==> src/rtl/jdc_pkg.sv <==
`default_nettype none
package jdc_pkg;

  localparam int SAMPLE_W = 10;
  localparam int DZ_W     = 9;
  localparam int THR_W    = 7;
  localparam int DIR_W    = 3;
  localparam int SPEED_W  = 7;
  localparam int CFG_IDX_W  = 2;
  localparam int CFG_DATA_W = 9;

  localparam logic [SAMPLE_W:0] CENTER = 11'd512;

  localparam logic [DIR_W-1:0] DIR_STOP      = 3'd0;
  localparam logic [DIR_W-1:0] DIR_IDLE      = 3'd1;
  localparam logic [DIR_W-1:0] DIR_FORWARD   = 3'd2;
  localparam logic [DIR_W-1:0] DIR_BACKWARD  = 3'd3;
  localparam logic [DIR_W-1:0] DIR_LEFT      = 3'd4;
  localparam logic [DIR_W-1:0] DIR_RIGHT     = 3'd5;
  localparam logic [DIR_W-1:0] DIR_ROT_LEFT  = 3'd6;
  localparam logic [DIR_W-1:0] DIR_ROT_RIGHT = 3'd7;

  localparam logic [SPEED_W-1:0] SPEED_MAX = 7'd100;

  localparam logic [CFG_IDX_W-1:0] CFG_DEAD_ZONE      = 2'd0;
  localparam logic [CFG_IDX_W-1:0] CFG_ROT_FWD_LIMIT  = 2'd1;
  localparam logic [CFG_IDX_W-1:0] CFG_ROT_TURN_MIN   = 2'd2;
  localparam logic [CFG_IDX_W-1:0] CFG_CURVE_TURN_MIN = 2'd3;

  typedef struct packed {
    logic [DZ_W-1:0]  dead_zone;
    logic [THR_W-1:0] rotate_forward_limit;
    logic [THR_W-1:0] rotate_turn_min;
    logic [THR_W-1:0] curve_turn_min;
  } cfg_t;

  typedef struct packed {
    logic                enable_button;
    logic [SAMPLE_W-1:0] y_sample;
    logic [SAMPLE_W-1:0] x_sample;
  } sample_t;

  typedef struct packed {
    logic [SPEED_W-1:0] speed;
    logic [DIR_W-1:0]   direction;
  } drive_t;

endpackage
`default_nettype wire

==> src/rtl/joystick_drive_classifier.sv <==
`default_nettype none
// Joystick drive classifier. Each input word carries one x/y reading pair and the
// enable button; each produces exactly one result word with direction, speed 0..100
// and a changed flag against the previous result's direction. The block is a
// two-register pipeline (input register, then result register) and sustains one
// word per cycle while out_tready stays high; an accepted word waits in the input
// register and moves into the result register once that is empty or being taken.
// Configuration writes are always accepted (cfg_ready is tied high) and must only
// be issued while no words are in flight. Direction history resets to stop.
module joystick_drive_classifier (
  input  wire logic        clk,
  input  wire logic        rst_n,
  input  wire logic        in_tvalid,
  output logic             in_tready,
  // [9:0] x_sample, [19:10] y_sample, [20] enable_button, [23:21] zero
  input  wire logic [23:0] in_tdata,
  output logic             out_tvalid,
  input  wire logic        out_tready,
  // [2:0] direction, [9:3] speed, [10] changed, [15:11] zero
  output logic      [15:0] out_tdata,
  input  wire logic        cfg_valid,
  output logic             cfg_ready,
  input  wire logic [jdc_pkg::CFG_IDX_W-1:0]  cfg_index,
  input  wire logic [jdc_pkg::CFG_DATA_W-1:0] cfg_data
);

  jdc_pkg::cfg_t    cfg_r;
  jdc_pkg::sample_t smp_r;
  logic             smp_vld_r;
  jdc_pkg::drive_t  drive;
  logic [jdc_pkg::DIR_W-1:0]   last_dir_r;
  logic [jdc_pkg::DIR_W-1:0]   out_dir_r;
  logic [jdc_pkg::SPEED_W-1:0] out_speed_r;
  logic                        out_chg_r;
  logic                        out_vld_r;
  logic                        out_load;
  logic                        in_acc;

  assign cfg_ready = 1'b1;

  always_ff @(posedge clk) begin
    if (!rst_n) begin
      cfg_r.dead_zone            <= 9'd60;
      cfg_r.rotate_forward_limit <= 7'd25;
      cfg_r.rotate_turn_min      <= 7'd10;
      cfg_r.curve_turn_min       <= 7'd50;
    end else if (cfg_valid) begin
      unique case (cfg_index)
        jdc_pkg::CFG_DEAD_ZONE:      cfg_r.dead_zone            <= cfg_data;
        jdc_pkg::CFG_ROT_FWD_LIMIT:  cfg_r.rotate_forward_limit <= cfg_data[6:0];
        jdc_pkg::CFG_ROT_TURN_MIN:   cfg_r.rotate_turn_min      <= cfg_data[6:0];
        jdc_pkg::CFG_CURVE_TURN_MIN: cfg_r.curve_turn_min       <= cfg_data[6:0];
        default: ;
      endcase
    end
  end

  // result register frees up when empty or taken; input stage moves into it then
  assign out_load  = smp_vld_r && (!out_vld_r || out_tready);
  assign in_tready = !smp_vld_r || out_load;
  assign in_acc    = in_tvalid && in_tready;

  always_ff @(posedge clk) begin
    if (!rst_n) begin
      smp_vld_r <= 1'b0;
    end else if (in_tready) begin
      smp_vld_r <= in_tvalid;
    end
  end

  always_ff @(posedge clk) begin
    if (in_acc) begin
      smp_r <= in_tdata[20:0];
    end
  end

  jdc_classify u_classify (
    .sample (smp_r),
    .cfg    (cfg_r),
    .drive  (drive)
  );

  always_ff @(posedge clk) begin
    if (!rst_n) begin
      out_vld_r  <= 1'b0;
      last_dir_r <= jdc_pkg::DIR_STOP;
    end else begin
      if (out_load) begin
        out_vld_r  <= 1'b1;
        last_dir_r <= drive.direction;
      end else if (out_tready) begin
        out_vld_r  <= 1'b0;
      end
    end
  end

  always_ff @(posedge clk) begin
    if (out_load) begin
      out_dir_r   <= drive.direction;
      out_speed_r <= drive.speed;
      out_chg_r   <= drive.direction != last_dir_r;
    end
  end

  assign out_tvalid = out_vld_r;
  assign out_tdata  = {5'd0, out_chg_r, out_speed_r, out_dir_r};

  a_hist_tracks_out: assert property (@(posedge clk) disable iff (!rst_n)
    out_vld_r |-> out_dir_r == last_dir_r)
    else $error("direction history out of step with result register");

  a_idle_no_speed: assert property (@(posedge clk) disable iff (!rst_n)
    (out_vld_r && out_dir_r == jdc_pkg::DIR_IDLE) |-> out_speed_r == '0)
    else $error("idle result carries nonzero speed");

  a_speed_range: assert property (@(posedge clk) disable iff (!rst_n)
    out_vld_r |-> out_speed_r <= jdc_pkg::SPEED_MAX)
    else $error("speed above full scale");

  a_load_fills: assert property (@(posedge clk) disable iff (!rst_n)
    out_load |=> out_vld_r && out_chg_r == (out_dir_r != $past(last_dir_r)))
    else $error("loaded result missing or changed flag wrong");

endmodule
`default_nettype wire

==> src/rtl/jdc_axis.sv <==
`default_nettype none
module jdc_axis (
  input  wire logic [jdc_pkg::SAMPLE_W-1:0] sample,
  input  wire logic [jdc_pkg::DZ_W-1:0]     dead_zone,
  output logic      [jdc_pkg::SPEED_W-1:0]  mag,
  output logic                              pos
);

  logic [jdc_pkg::SAMPLE_W:0]   hi_thr;
  logic [jdc_pkg::SAMPLE_W:0]   lo_sum;
  logic                         neg;
  logic [15:0]                  p_hi;
  logic [jdc_pkg::SPEED_W-1:0]  q0;
  logic [9:0]                   rem;
  logic [jdc_pkg::SPEED_W-1:0]  q_hi;
  logic [jdc_pkg::SAMPLE_W-1:0] d_lo;
  logic [15:0]                  p_lo;

  assign hi_thr = jdc_pkg::CENTER + {2'b00, dead_zone};
  assign lo_sum = {1'b0, sample} + {2'b00, dead_zone};
  assign pos    = {1'b0, sample} > hi_thr;
  assign neg    = lo_sum < jdc_pkg::CENTER;

  // above center: offset is the low 9 bits; divide by 511 as p>>9 plus one correction
  assign p_hi = {7'd0, sample[8:0]} * 16'd100;
  assign q0   = p_hi[15:9];
  assign rem  = {1'b0, p_hi[8:0]} + {3'd0, q0};
  assign q_hi = (rem >= 10'd511) ? q0 + 7'd1 : q0;

  // below center: divide by 512 is a shift
  assign d_lo = 10'd512 - sample;
  assign p_lo = {6'd0, d_lo} * 16'd100;

  always_comb begin
    priority if (pos) begin
      mag = q_hi;
    end else if (neg) begin
      mag = p_lo[15:9];
    end else begin
      mag = '0;
    end
  end

endmodule
`default_nettype wire

==> src/rtl/jdc_classify.sv <==
`default_nettype none
module jdc_classify (
  input  wire jdc_pkg::sample_t sample,
  input  wire jdc_pkg::cfg_t    cfg,
  output jdc_pkg::drive_t       drive
);

  logic [jdc_pkg::SPEED_W-1:0] fmag;
  logic [jdc_pkg::SPEED_W-1:0] tmag;
  logic                        fpos;
  logic                        tpos;
  logic [jdc_pkg::SPEED_W-1:0] larger;

  jdc_axis u_fwd (
    .sample    (sample.y_sample),
    .dead_zone (cfg.dead_zone),
    .mag       (fmag),
    .pos       (fpos)
  );

  jdc_axis u_turn (
    .sample    (sample.x_sample),
    .dead_zone (cfg.dead_zone),
    .mag       (tmag),
    .pos       (tpos)
  );

  assign larger = (fmag > tmag) ? fmag : tmag;

  always_comb begin
    drive.direction = jdc_pkg::DIR_STOP;
    drive.speed     = '0;
    priority if (!sample.enable_button) begin
      drive.direction = jdc_pkg::DIR_IDLE;
    end else if (fmag != '0 || tmag != '0) begin
      drive.speed = (larger > jdc_pkg::SPEED_MAX) ? jdc_pkg::SPEED_MAX : larger;
      priority if (fmag < cfg.rotate_forward_limit && tmag > cfg.rotate_turn_min) begin
        drive.direction = tpos ? jdc_pkg::DIR_ROT_RIGHT : jdc_pkg::DIR_ROT_LEFT;
      end else if (fmag != '0) begin
        if (tmag > cfg.curve_turn_min) begin
          drive.direction = tpos ? jdc_pkg::DIR_RIGHT : jdc_pkg::DIR_LEFT;
        end else begin
          drive.direction = fpos ? jdc_pkg::DIR_FORWARD : jdc_pkg::DIR_BACKWARD;
        end
      end else if (tmag > cfg.rotate_turn_min) begin
        drive.direction = tpos ? jdc_pkg::DIR_ROT_RIGHT : jdc_pkg::DIR_ROT_LEFT;
      end else begin
        // small pure turn stays stopped but still reports its magnitude
        drive.direction = jdc_pkg::DIR_STOP;
      end
    end else begin
      drive.direction = jdc_pkg::DIR_STOP;
    end
  end

endmodule
`default_nettype wire

==> config.mk <==
export PLATFORM = sky130hd
export DESIGN_NAME = joystick_drive_classifier
export DESIGN_NICKNAME = d
export VERILOG_FILES = /design/src/rtl/jdc_pkg.sv /design/src/rtl/joystick_drive_classifier.sv /design/src/rtl/jdc_axis.sv /design/src/rtl/jdc_classify.sv
export SDC_FILE = /design/constraint.sdc
export NUM_CORES = 1
export LEC_CHECK = 0
export ABC_AREA = 1
export BUFFER_PORTS_ARGS = -buffer_cell sky130_fd_sc_hd__buf_4
export CAP_MARGIN = 40
export CORE_ASPECT_RATIO = 1.5
export CORE_MARGIN = 2
export CORE_UTILIZATION = 50
export DETAILED_ROUTE_END_ITERATION = 8
export PLACE_DENSITY = 0.68
export SLEW_MARGIN = 20
export SYNTH_ARGS = -nofsm -noshare
export SYNTH_HDL_FRONTEND = slang
export SYNTH_SLANG_ARGS = --single-unit
==> constraint.sdc <==
create_clock -name clk -period 13.75 [get_ports clk]
set_clock_uncertainty 0.2 [all_clocks]
set_input_delay 1.375 -clock clk [delete_from_list [all_inputs] [get_ports clk]]
set_output_delay 1.375 -clock clk [all_outputs]
set_load 0.005 [all_outputs]
==> summary.md, run 1 <==
| Metric | Value |
|---|---|
| Cell at the slowest stage of the critical path | sky130_fd_sc_hd__edfxtp_1 |
| Final number of max-transition violations | 0 |
| Measured slew at the worst slew-check pin | 0.743 ns |
| CTS sink cnt | 67 |
| Family with the most delay on the worst path | simple AND/OR/NAND/NOR gates |
| Most instantiated library cell after synthesis | sky130_fd_sc_hd__nand2_1 |
| Startpoint types | flip-flop |
| Headroom to the max-slew limit | 50.1% |
| Combined area of the multi-input logic cells | 0.00678 mm^2 |
| Sequential-to-total area share from yosys stat | 17.8% |
| Clock root buffer | sky130_fd_sc_hd__clkbuf_16 |
| Count of final hold-check violations | 0 |
| First-pass GRT wire length | 34.7 mm |
| Final period demand of the worst path | 7.39 ns |
| Clock latency on the worst-skew pair | 0.35 ns |
| Commonest register cell after synthesis | sky130_fd_sc_hd__dfxtp_1 |
| Port buffer count | 49 |
| Die outline width | 115 um |
| Total Nets Final | 1582 |
| Netlist area before placement | 0.00931 mm^2 |
| Avg Synthesized Cell Area | 7.42 um^2 |
| CTS buffer count | 9 |
| Grt ovf | 0 |
| Max-cap violations | 0 |
| Overall via count from detail_route | 8069 |
| CP Buf/Inv Count | 6 |
| Type of the worst min-delay path | flip-flop to flip-flop |
| Antenna violations before repair | 0 |
| CTS Hold Bufs | 0 |
| Async set or reset register ratio after synthesis | 0% |
| Post-CTS Repair Setup Buffers | 0 |
| Area growth, synth to finish | 10.5% |
| Number of global-route vias before repair | 7538 |
| Clock tree from TritonCTS | done |
| Sequential cell area | 0.00166 mm^2 |
| Die H | 171 um |
| Result of the run | complete, no violations |
| Detailed Place HPWL | 18.4 mm |
| Placed instance area | 0.00998 mm^2 |
| Final RePlAce weighted congestion | 0.917 |
| Count of instances resized after the clock tree is built | 0 |
| Clock buffer depth | 2 |
| Final period utilization | 53.8% |
| CP Data Required Time | 13.64 ns |
| CTS clk-pin slew, worst paths | 0.05 ns |
| Largest net degree at the start of global routing | 31 |
| Most common cell type on the critical path | sky130_fd_sc_hd__nand2_1 |
| Most area-hungry cell type in the Yosys netlist | sky130_fd_sc_hd__ha_1 |
| EDFF count, synth | 32 |
| H-tree depth reported by CTS | 3 |
| Max FO, Critical Path | 9 |
| Post-DRT Antenna Nets | 0 |
| Leak | 0.00554 uW |
| Count of filler cells inserted in the layout | 1803 |
| Initial Util | 50.6% |
| Unique masters post-synth | 52 |
| Number of remaining DRC errors | 0 |
| Detailed-router iteration count before antenna repair | 5 |
| Area of the die | 0.0198 mm^2 |
| Total routing resource utilization after global routing | 22.6% |
| Total non-filler cell area in the finished layout | 0.0103 mm^2 |
| Boundary pin count | 59 |
| Final setup violation count | 0 |
| Drt wl/cell | 13.6 um |
| Synth Register Bits | 67 |
| Power density relative to cell area | 132 mW/mm^2 |
| Setup Crit Path Kind | flip-flop to flip-flop |
| Arrival time at the worst endpoint | 7.28 ns |
| Total wire length | 21.4 mm |
| Rows | 61 |
| Via density per instance | 5.15 |
| Antenna cells | 0 |
| Most frequent cells after synthesis | sky130_fd_sc_hd__nand2_1, sky130_fd_sc_hd__ha_1, sky130_fd_sc_hd__inv_1 |
| Layout cells sized above 1 | 11.3% |
| Aggregate negative setup slack | 0 ns |
| Largest cells by area after synthesis | sky130_fd_sc_hd__ha_1, sky130_fd_sc_hd__edfxtp_1, sky130_fd_sc_hd__nand2_1, sky130_fd_sc_hd__inv_1, sky130_fd_sc_hd__dfxtp_1 |
| First-iteration detailed-routing DRC count | 353 |
| Peak supply drop | 0.0896 mV |
| Yosys top cell area share | 28.6% |
| Maximum clock frequency | 135 MHz |
| Setup repair after global routing missed its margin | no |
| Maximum cell stage delay along the critical path | 0.60 ns |
| YS warnings | 0 |
| Total core area | 0.0184 mm^2 |
| Cell count after synthesis | 1255 |
| Element type at the critical path end | flip-flop |
-- routing by layer --
metal  vias up  GRT usage (%)  part of all wire [%]
met5         -              0                     0
met4         0           10.5                   3.7
met3        39           3.54                   2.9
met2       109           42.9                    54
met1      3675           23.6                    39
li1       4246              -                     -
-- registers in the layout (all words and copies together) (netlist names) --
register,cells
last_dir_r,3
out_dir_r,3
cfg_r,30
out_chg_r,1
smp_vld_r,1
out_speed_r,7
smp_r,21
out_tvalid,1
-- worst paths after layout --
path	depth (start not counted)	slack, ns	end	from
max	44	6.36	out_chg_r	smp_r[4]
max reg2reg	44	6.36	out_chg_r	smp_r[4]
min reg2reg	2	0.26	cfg_r[14]	cfg_r[14]
min	2	0.26	cfg_r[14]	cfg_r[14]
-- where the power goes --
group	internal [uW]	switching (uW)	total, uW
sequential	232	13.9	246
combinational	322	552	874
clock	149	86.6	235
total	703	652	1360
-- metrics by stage --
stage / std cells / total power, uW / util (%) / setup slack [ns] / hold slack (ns)
6_report: 1568 / 1360 / 55.9 / 6.36 / 0.258
5_1_grt: 1568 / 1500 / 55.9 / 5.74 / 0.287
4_1_cts: 1568 / 1360 / 55.9 / 6.37 / 0.260
3_5_place_dp: 1552 / 1120 / 54.2 / 6.38 / 0.246
3_3_place_gp: 1550 / 1100 / 54.1 / 6.53 / 0.244
2_1_floorplan: 1259 / 929 / - / 7.53 / 0.229
-- placed cells by master, fill, tap and decap left out, types with 4 or more instances in the layout --
cell type                   instances
sky130_fd_sc_hd__dfxtp_1           35
sky130_fd_sc_hd__clkbuf_16         11
sky130_fd_sc_hd__nand3_2            5
sky130_fd_sc_hd__o21ai_1            5
sky130_fd_sc_hd__nand2_4            5
sky130_fd_sc_hd__nand3_1           79
sky130_fd_sc_hd__nand4_1           24
sky130_fd_sc_hd__nor2_4             6
sky130_fd_sc_hd__inv_1            202
sky130_fd_sc_hd__nor3_1            16
sky130_fd_sc_hd__o21ai_0           44
sky130_fd_sc_hd__inv_2             16
sky130_fd_sc_hd__buf_4             49
sky130_fd_sc_hd__nand2_2           32
sky130_fd_sc_hd__nand3b_1          10
sky130_fd_sc_hd__conb_1             6
sky130_fd_sc_hd__edfxtp_1          32
sky130_fd_sc_hd__a21oi_1           72
sky130_fd_sc_hd__fa_1              18
sky130_fd_sc_hd__xor2_1            23
sky130_fd_sc_hd__ha_1             213
sky130_fd_sc_hd__nor2_1            79
sky130_fd_sc_hd__xnor2_1           11
sky130_fd_sc_hd__nor2_2             4
sky130_fd_sc_hd__a211oi_1           5
sky130_fd_sc_hd__nor4_1             4
sky130_fd_sc_hd__o211ai_1          10
sky130_fd_sc_hd__or2_1              4
sky130_fd_sc_hd__nand2_1          254
-- worst reg2reg max path: cells and delay by family (launching register included) --
family | cells | cell delay [ns]
AND/OR/NAND/NOR | 28 | 2.69
adder cells (fa/ha/maj) | 7 | 2.33
AO/OA/AOI/OAI | 3 | 0.80
flip-flops | 1 | 0.60
buffers and inverters | 6 | 0.54
-- cells by family (layout without fill, tap and decap cells) --
family | Yosys count | count (layout) | share of synthesized area [%]
AOI/OAI and AO/OA | 157 | 157 | 9.59
xor gates and xnor gates | 36 | 36 | 3.55
DFF | 67 | 67 | 17.8
adders and majority gates | 231 | 231 | 32.5
buffers and inverters | 229 | 286 | 9.51
other | 2 | 6 | 0.0807
and+or+nand+nor | 533 | 533 | 26.9
-- area by class of cell --
class	instances	area share, %
Clock buffer	14	2.88
Inverter	219	7.99
Tap cell	252	3.06
Timing Repair Buffer	51	3.89
Sequential cell	67	16.1
Multi-Input combinational cell	963	65.9
Clock inverter	2	0.134
No activity file was read; power rests on OpenSTA's default activity.
==> inputs of run 2 (changes only) <==
- ABC_AREA: 1 -> 0
- clock period: 13.75 -> 7.2 ns (I/O delays scaled with it)
==> summary.md, run 2 <==
| Metric | Value |
|---|---|
| Registers with the most flip-flops | cfg_r x30, smp_r x21, out_speed_r x7 |
| Count of filler cells inserted in the layout | 1365 |
| Most frequent cells after synthesis | sky130_fd_sc_hd__ha_1, sky130_fd_sc_hd__inv_1, sky130_fd_sc_hd__nand2_1 |
| Synth Register Bits | 67 |
| Final period demand of the worst path | 7.30 ns |
| Type of the worst min-delay path | flip-flop to flip-flop |
| Cell at the slowest stage of the critical path | sky130_fd_sc_hd__edfxtp_1 |
| First-pass GRT wire length | 38.7 mm |
| Count of final hold-check violations | 0 |
| Aggregate negative setup slack | -0.143 ns |
| Final number of max-transition violations | 0 |
| Clock root buffer | sky130_fd_sc_hd__clkbuf_16 |
| Setup Crit Path Kind | flip-flop to flip-flop |
| Startpoint types | flip-flop |
| Worst slack after detailed placement | -0.272 ns |
| Total non-filler cell area in the finished layout | 0.0117 mm^2 |
| Max FO, Critical Path | 6 |
| Port buffer count | 49 |
| Peak supply drop | 0.218 mV |
| Combined area of the multi-input logic cells | 0.00733 mm^2 |
| Clock tree from TritonCTS | done |
| Commonest non-fill, non-tap cells in the layout | sky130_fd_sc_hd__buf_4, sky130_fd_sc_hd__ha_1, sky130_fd_sc_hd__inv_1 |
| Result of the run | finished with violations |
| Overall via count from detail_route | 8033 |
| Avg Synthesized Cell Area | 8.99 um^2 |
| Final hold slack | 0.267 ns |
| Total Nets Final | 1474 |
| Drt wl/cell | 17.3 um |
| Sequential cell area | 0.00166 mm^2 |
| Detailed-router iteration count before antenna repair | 4 |
| Cell count after synthesis | 986 |
| Antenna cells | 0 |
| Setup WS post-layout | -0.0952 ns |
| Post-DRT Antenna Nets | 0 |
| Boundary pin count | 59 |
| Area of the die | 0.0188 mm^2 |
| Via density per instance | 5.65 |
| Maximum clock frequency | 137 MHz |
| Antenna violations before repair | 0 |
| Total core area | 0.0173 mm^2 |
| Netlist area before placement | 0.00887 mm^2 |
| CTS buffer count | 9 |
| Placed instance area | 0.0105 mm^2 |
| Failing checks | setup timing |
| Sequential-to-total area share from yosys stat | 18.7% |
| Largest net degree at the start of global routing | 36 |
| Final RePlAce weighted congestion | 0.910 |
| Arrival time at the worst endpoint | 7.20 ns |
| Element type at the critical path end | flip-flop |
| Initial Util | 51.1% |
| CTS sink cnt | 67 |
| YS warnings | 0 |
| CTS clk-pin slew, worst paths | 0.07 ns |
| Clock latency on the worst-skew pair | 0.34 ns |
| H-tree depth reported by CTS | 3 |
| CTS Hold Bufs | 0 |
| Setup repair after global routing missed its margin | yes |
| Most area-hungry cell type in the Yosys netlist | sky130_fd_sc_hd__ha_1 |
| Total wire length | 24.6 mm |
| First-iteration detailed-routing DRC count | 354 |
| Area growth, synth to finish | 32.1% |
| Max-cap violations | 0 |
| Final setup violation count | 3 |
| Largest cells by area after synthesis | sky130_fd_sc_hd__ha_1, sky130_fd_sc_hd__edfxtp_1, sky130_fd_sc_hd__dfxtp_1, sky130_fd_sc_hd__inv_1, sky130_fd_sc_hd__fa_1 |
| Final period utilization | 101% |
| Power density relative to cell area | 296 mW/mm^2 |
| Rows | 59 |
| Most instantiated library cell after synthesis | sky130_fd_sc_hd__ha_1 |
| Die H | 167 um |
| Grt ovf | 0 |
| Layout cells sized above 1 | 29.8% |
| Measured slew at the worst slew-check pin | 0.746 ns |
| Headroom to the max-slew limit | 49.7% |
| Most common cell after layout, fill and taps aside | sky130_fd_sc_hd__buf_4 |
| Unique masters post-synth | 87 |
| Leak | 0.00569 uW |
| Number of remaining DRC errors | 0 |
| Register name with the most flops | cfg_r |
| Die outline width | 113 um |
| Total routing resource utilization after global routing | 25.7% |
| Yosys top cell area share | 30.1% |
| Commonest register cell after synthesis | sky130_fd_sc_hd__dfxtp_1 |
| Maximum cell stage delay along the critical path | 0.49 ns |
| Detailed Place HPWL | 19.2 mm |
| Async set or reset register ratio after synthesis | 0% |
| Number of global-route vias before repair | 8105 |
| Clock buffer depth | 2 |
| EDFF count, synth | 32 |
| Flip-flop count of the largest register, all copies and words added | 30 |
| CP Data Required Time | 7.11 ns |
-- run 2: changes by cell type in the layout (fill, tap and decap cells not counted), sizes merged, moves of 14 or more --
cell and delta:
nand2 -220, buf +168, inv -88, nand3 -66
nor2 -43, a21oi -42, xnor2 +25, a21o +21
a21boi +16, o21ai -16, nand4 -15, nor2b +14
-- run 2: stage by stage --
| step | std cells | power (uW) | util (%) |
|---|---|---|---|
| final | 1421 | 3470 | 67.5 |
| after global routing | 1421 | 3740 | 67.5 |
| after CTS | 1408 | 3190 | 64.3 |
| after detailed placement | 1375 | 2590 | 60.7 |
| after global placement | 1374 | 2540 | 60.7 |
| after floorplan | 990 | 1780 | - |
-- run 2: worst max-delay path: cells and delay by family (launching register included) --
family                     cells  cell delay (ns)
xor gates and xnor gates       2             0.19
DFF                            1             0.49
and+or+nand+nor                6             0.71
AOI/OAI and AO/OA             11             2.54
adders and majority gates      7             2.03
buffers and inverters          8             0.87
-- run 2: path summary, 6_finish.rpt --
check,start,slack (ns),cells after the start,to
worst min-delay path,cfg_r[6],0.27,2,cfg_r[6]
worst max-delay path,smp_r[2],-0.1,34,out_chg_r
worst min register to register,cfg_r[6],0.27,2,cfg_r[6]
worst max register to register,smp_r[2],-0.1,34,out_chg_r
-- run 2: logic make-up (layout without fill, tap and decap cells) --
family	Yosys count	count (layout)	share of synthesized area (%)
compound gates	230	230	19.3
xor+xnor	50	50	5.25
fa+ha+maj	231	231	34.1
buf+inv	146	364	6.50
flops	67	67	18.7
mux	10	10	1.16
other cells	2	6	0.0847
simple gates	250	250	14.9
-- run 2: power by group --
group	switching [uW]	total, uW	internal, uW
logic	1280	2560	1270
clock network	184	453	269
registers	17.9	461	443
total	1490	3470	1990
-- run 2: cell type report --
cell class	instances	area share (%)
well taps	213	2.28
clock buffers	10	1.95
inverters	129	4.13
flip-flops and latches	67	14.2
clock inverters	6	0.555
repair buffers	219	14.3
multi-input cells	777	62.6
-- run 2: what timing repair did --
action	in CTS	in global routing
gates resized for setup	39	90
pin swaps	39	38
setup buffers	18	14
setup endpoints to repair	13	14
-- run 2: routing by layer --
| layer | vias up | routed length, um | GRT usage (%) |
|---|---|---|---|
| met5 | - | 0 | 0 |
| met4 | 0 | 1650 | 15.2 |
| met3 | 90 | 680 | 2.68 |
| met2 | 158 | 13100 | 48.3 |
| met1 | 3790 | 9130 | 27.0 |
| li1 | 3995 | - | - |
==> inputs of run 3 (changes only) <==
- ABC_AREA: 0 -> not set
- CTS_CLUSTER_DIAMETER: not set -> 30
- RECOVER_POWER: not set -> 100
==> summary.md, run 3 (synthesis gave the netlist of run 2 again) <==
| Metric | Value |
|---|---|
| Result of the run | finished with violations |
| Failing checks | setup timing |
| Most common cell after layout, fill and taps aside | sky130_fd_sc_hd__ha_1 |
| Detailed-router iteration count before antenna repair | 5 |
| Total core area | 0.0173 mm^2 |
| Port buffer count | 49 |
| First-pass GRT wire length | 38.7 mm |
| Count of filler cells inserted in the layout | 1370 |
| Worst Reg-to-Reg Cells | 34 |
| Combined area of the multi-input logic cells | 0.00733 mm^2 |
| Clock latency on the worst-skew pair | 0.34 ns |
| Drt wl/cell | 17.3 um |
| Via density per instance | 5.66 |
| Antenna cells | 0 |
| Area growth, synth to finish | 31.9% |
| Antenna violations before repair | 0 |
| Clock buffer depth | 2 |
| Final period demand of the worst path | 7.30 ns |
| Max-cap violations | 0 |
| CTS clk-pin slew, worst paths | 0.07 ns |
| Post-DRT Antenna Nets | 0 |
| Clock tree from TritonCTS | done |
| Registers with the most flip-flops | cfg_r x30, smp_r x21, out_speed_r x7 |
| Final period utilization | 101% |
| Peak supply drop | 0.217 mV |
| Total wire length | 24.6 mm |
| Headroom to the max-slew limit | 3.74% |
| End of the worst hold path | cfg_r[6] |
| Final setup violation count | 3 |
| Number of global-route vias before repair | 8105 |
| Reg2Reg Launch Point | smp_r[2] |
| Number of remaining DRC errors | 0 |
| Boundary pin count | 59 |
| Setup Crit Path Kind | flip-flop to flip-flop |
| Element type at the critical path end | flip-flop |
| Largest net degree at the start of global routing | 36 |
| Die outline width | 113 um |
| Grt ovf | 0 |
| CTS Hold Bufs | 0 |
| Setup repair after global routing missed its margin | yes |
| Capturing point of the worst reg2reg path | out_chg_r |
| Area of the die | 0.0188 mm^2 |
| Overall via count from detail_route | 8042 |
| Final number of max-transition violations | 0 |
| Layout cells sized above 1 | 29.6% |
| Measured slew at the worst slew-check pin | 1.44 ns |
| Final RePlAce weighted congestion | 0.910 |
| Type of the worst min-delay path | flip-flop to flip-flop |
| Clock root buffer | sky130_fd_sc_hd__clkbuf_16 |
| Power density relative to cell area | 297 mW/mm^2 |
| Flip-flop count of the largest register, all copies and words added | 30 |
| Count of final hold-check violations | 0 |
| Total routing resource utilization after global routing | 25.7% |
| H-tree depth reported by CTS | 3 |
| Maximum cell stage delay along the critical path | 0.49 ns |
| Worst R2R Setup Slack | -0.1 ns |
| CP Data Required Time | 7.11 ns |
| Register name with the most flops | cfg_r |
| Sequential cell area | 0.00166 mm^2 |
| Arrival time at the worst endpoint | 7.20 ns |
| Leak | 0.00567 uW |
| Detailed Place HPWL | 19.2 mm |
| Max FO, Critical Path | 6 |
| Commonest non-fill, non-tap cells in the layout | sky130_fd_sc_hd__ha_1, sky130_fd_sc_hd__buf_4, sky130_fd_sc_hd__inv_1 |
| Startpoint types | flip-flop |
| Die H | 167 um |
| Cell at the slowest stage of the critical path | sky130_fd_sc_hd__edfxtp_1 |
| CTS sink cnt | 67 |
| Startpoint of the tightest hold check path | cfg_r[6] |
| Cell count of the worst hold path | 2 |
| Initial Util | 51.1% |
| Setup WS post-layout | -0.0966 ns |
| CTS buffer count | 9 |
| First-iteration detailed-routing DRC count | 327 |
| Rows | 59 |
| Aggregate negative setup slack | -0.137 ns |
| Maximum clock frequency | 137 MHz |
| Worst slack after detailed placement | -0.272 ns |
| Total Nets Final | 1474 |
==> run 3: cell types whose count changed in the layout (fill, tap and decap cells not counted) <==
cell,delta
sky130_fd_sc_hd__buf_4,-37
sky130_fd_sc_hd__clkbuf_4,+34
sky130_fd_sc_hd__clkbuf_1,+3
==> run 3: timing repair <==
item	4_1_cts	5_1_grt
setup buffers	18	14
resized for setup	39	90
pin swaps	39	38
endpoints found under the setup margin	13	14
==> run 3: stage by stage <==
stage | util [%] | std cells | area [um^2] | hold WS, ns | power, uW
6_report | 67.5 | 1421 | 11700 | 0.273 | 3470
5_1_grt | 67.5 | 1421 | 11700 | 0.299 | 3730
4_1_cts | 64.3 | 1408 | 11200 | 0.266 | 3190
3_5_place_dp | 60.7 | 1375 | 10500 | 0.258 | 2590
3_3_place_gp | 60.7 | 1374 | 10500 | 0.251 | 2540
2_1_floorplan | - | 990 | 8950 | 0.243 | 1780
==> run 3: worst max-delay path by stage <==
stage | to | startpoint | slack (ns) | cells after the start
2_1_floorplan | out_chg_r | smp_r[13] | -0.06 | 31
3_3_place_gp | out_speed_r[4] | smp_r[12] | -0.17 | 30
3_5_place_dp | out_chg_r | smp_r[3] | -0.27 | 31
4_1_cts | out_chg_r | smp_r[2] | -0.07 | 31
5_1_grt | out_chg_r | smp_r[14] | -0.35 | 30
6_report | out_chg_r | smp_r[2] | -0.1 | 34
==> run 3: metal layers <==
metal | routed length (um) | GRT usage [%] | vias up
li1 | - | - | 3990
met1 | 9130 | 27.0 | 3792
met2 | 13100 | 48.3 | 167
met3 | 658 | 2.68 | 93
met4 | 1650 | 15.2 | 0
met5 | 0 | 0 | -
==> run 3: power breakdown <==
group | switching, uW | total [uW] | internal, uW
logic | 1280 | 2560 | 1270
registers | 17.7 | 461 | 443
clock network | 184 | 453 | 269
total | 1490 | 3470 | 1980
==> run 3: final cells by class <==
cell class,count,share of cell area [%]
clock buffers,10,1.96
clock inverters,6,0.556
inverters,129,4.14
multi-input cells,777,62.6
flip-flops and latches,67,14.2
well taps,213,2.28
repair buffers,219,14.2
==> run 3: critical path, delay by kind of cell, from the launching register on <==
kind / cells / cell delay (ns)
AOI/OAI and AO/OA: 11 / 2.54
adders and majority gates: 7 / 2.03
buffers and inverters: 8 / 0.87
and+or+nand+nor: 6 / 0.71
DFF: 1 / 0.49
xor gates and xnor gates: 2 / 0.19
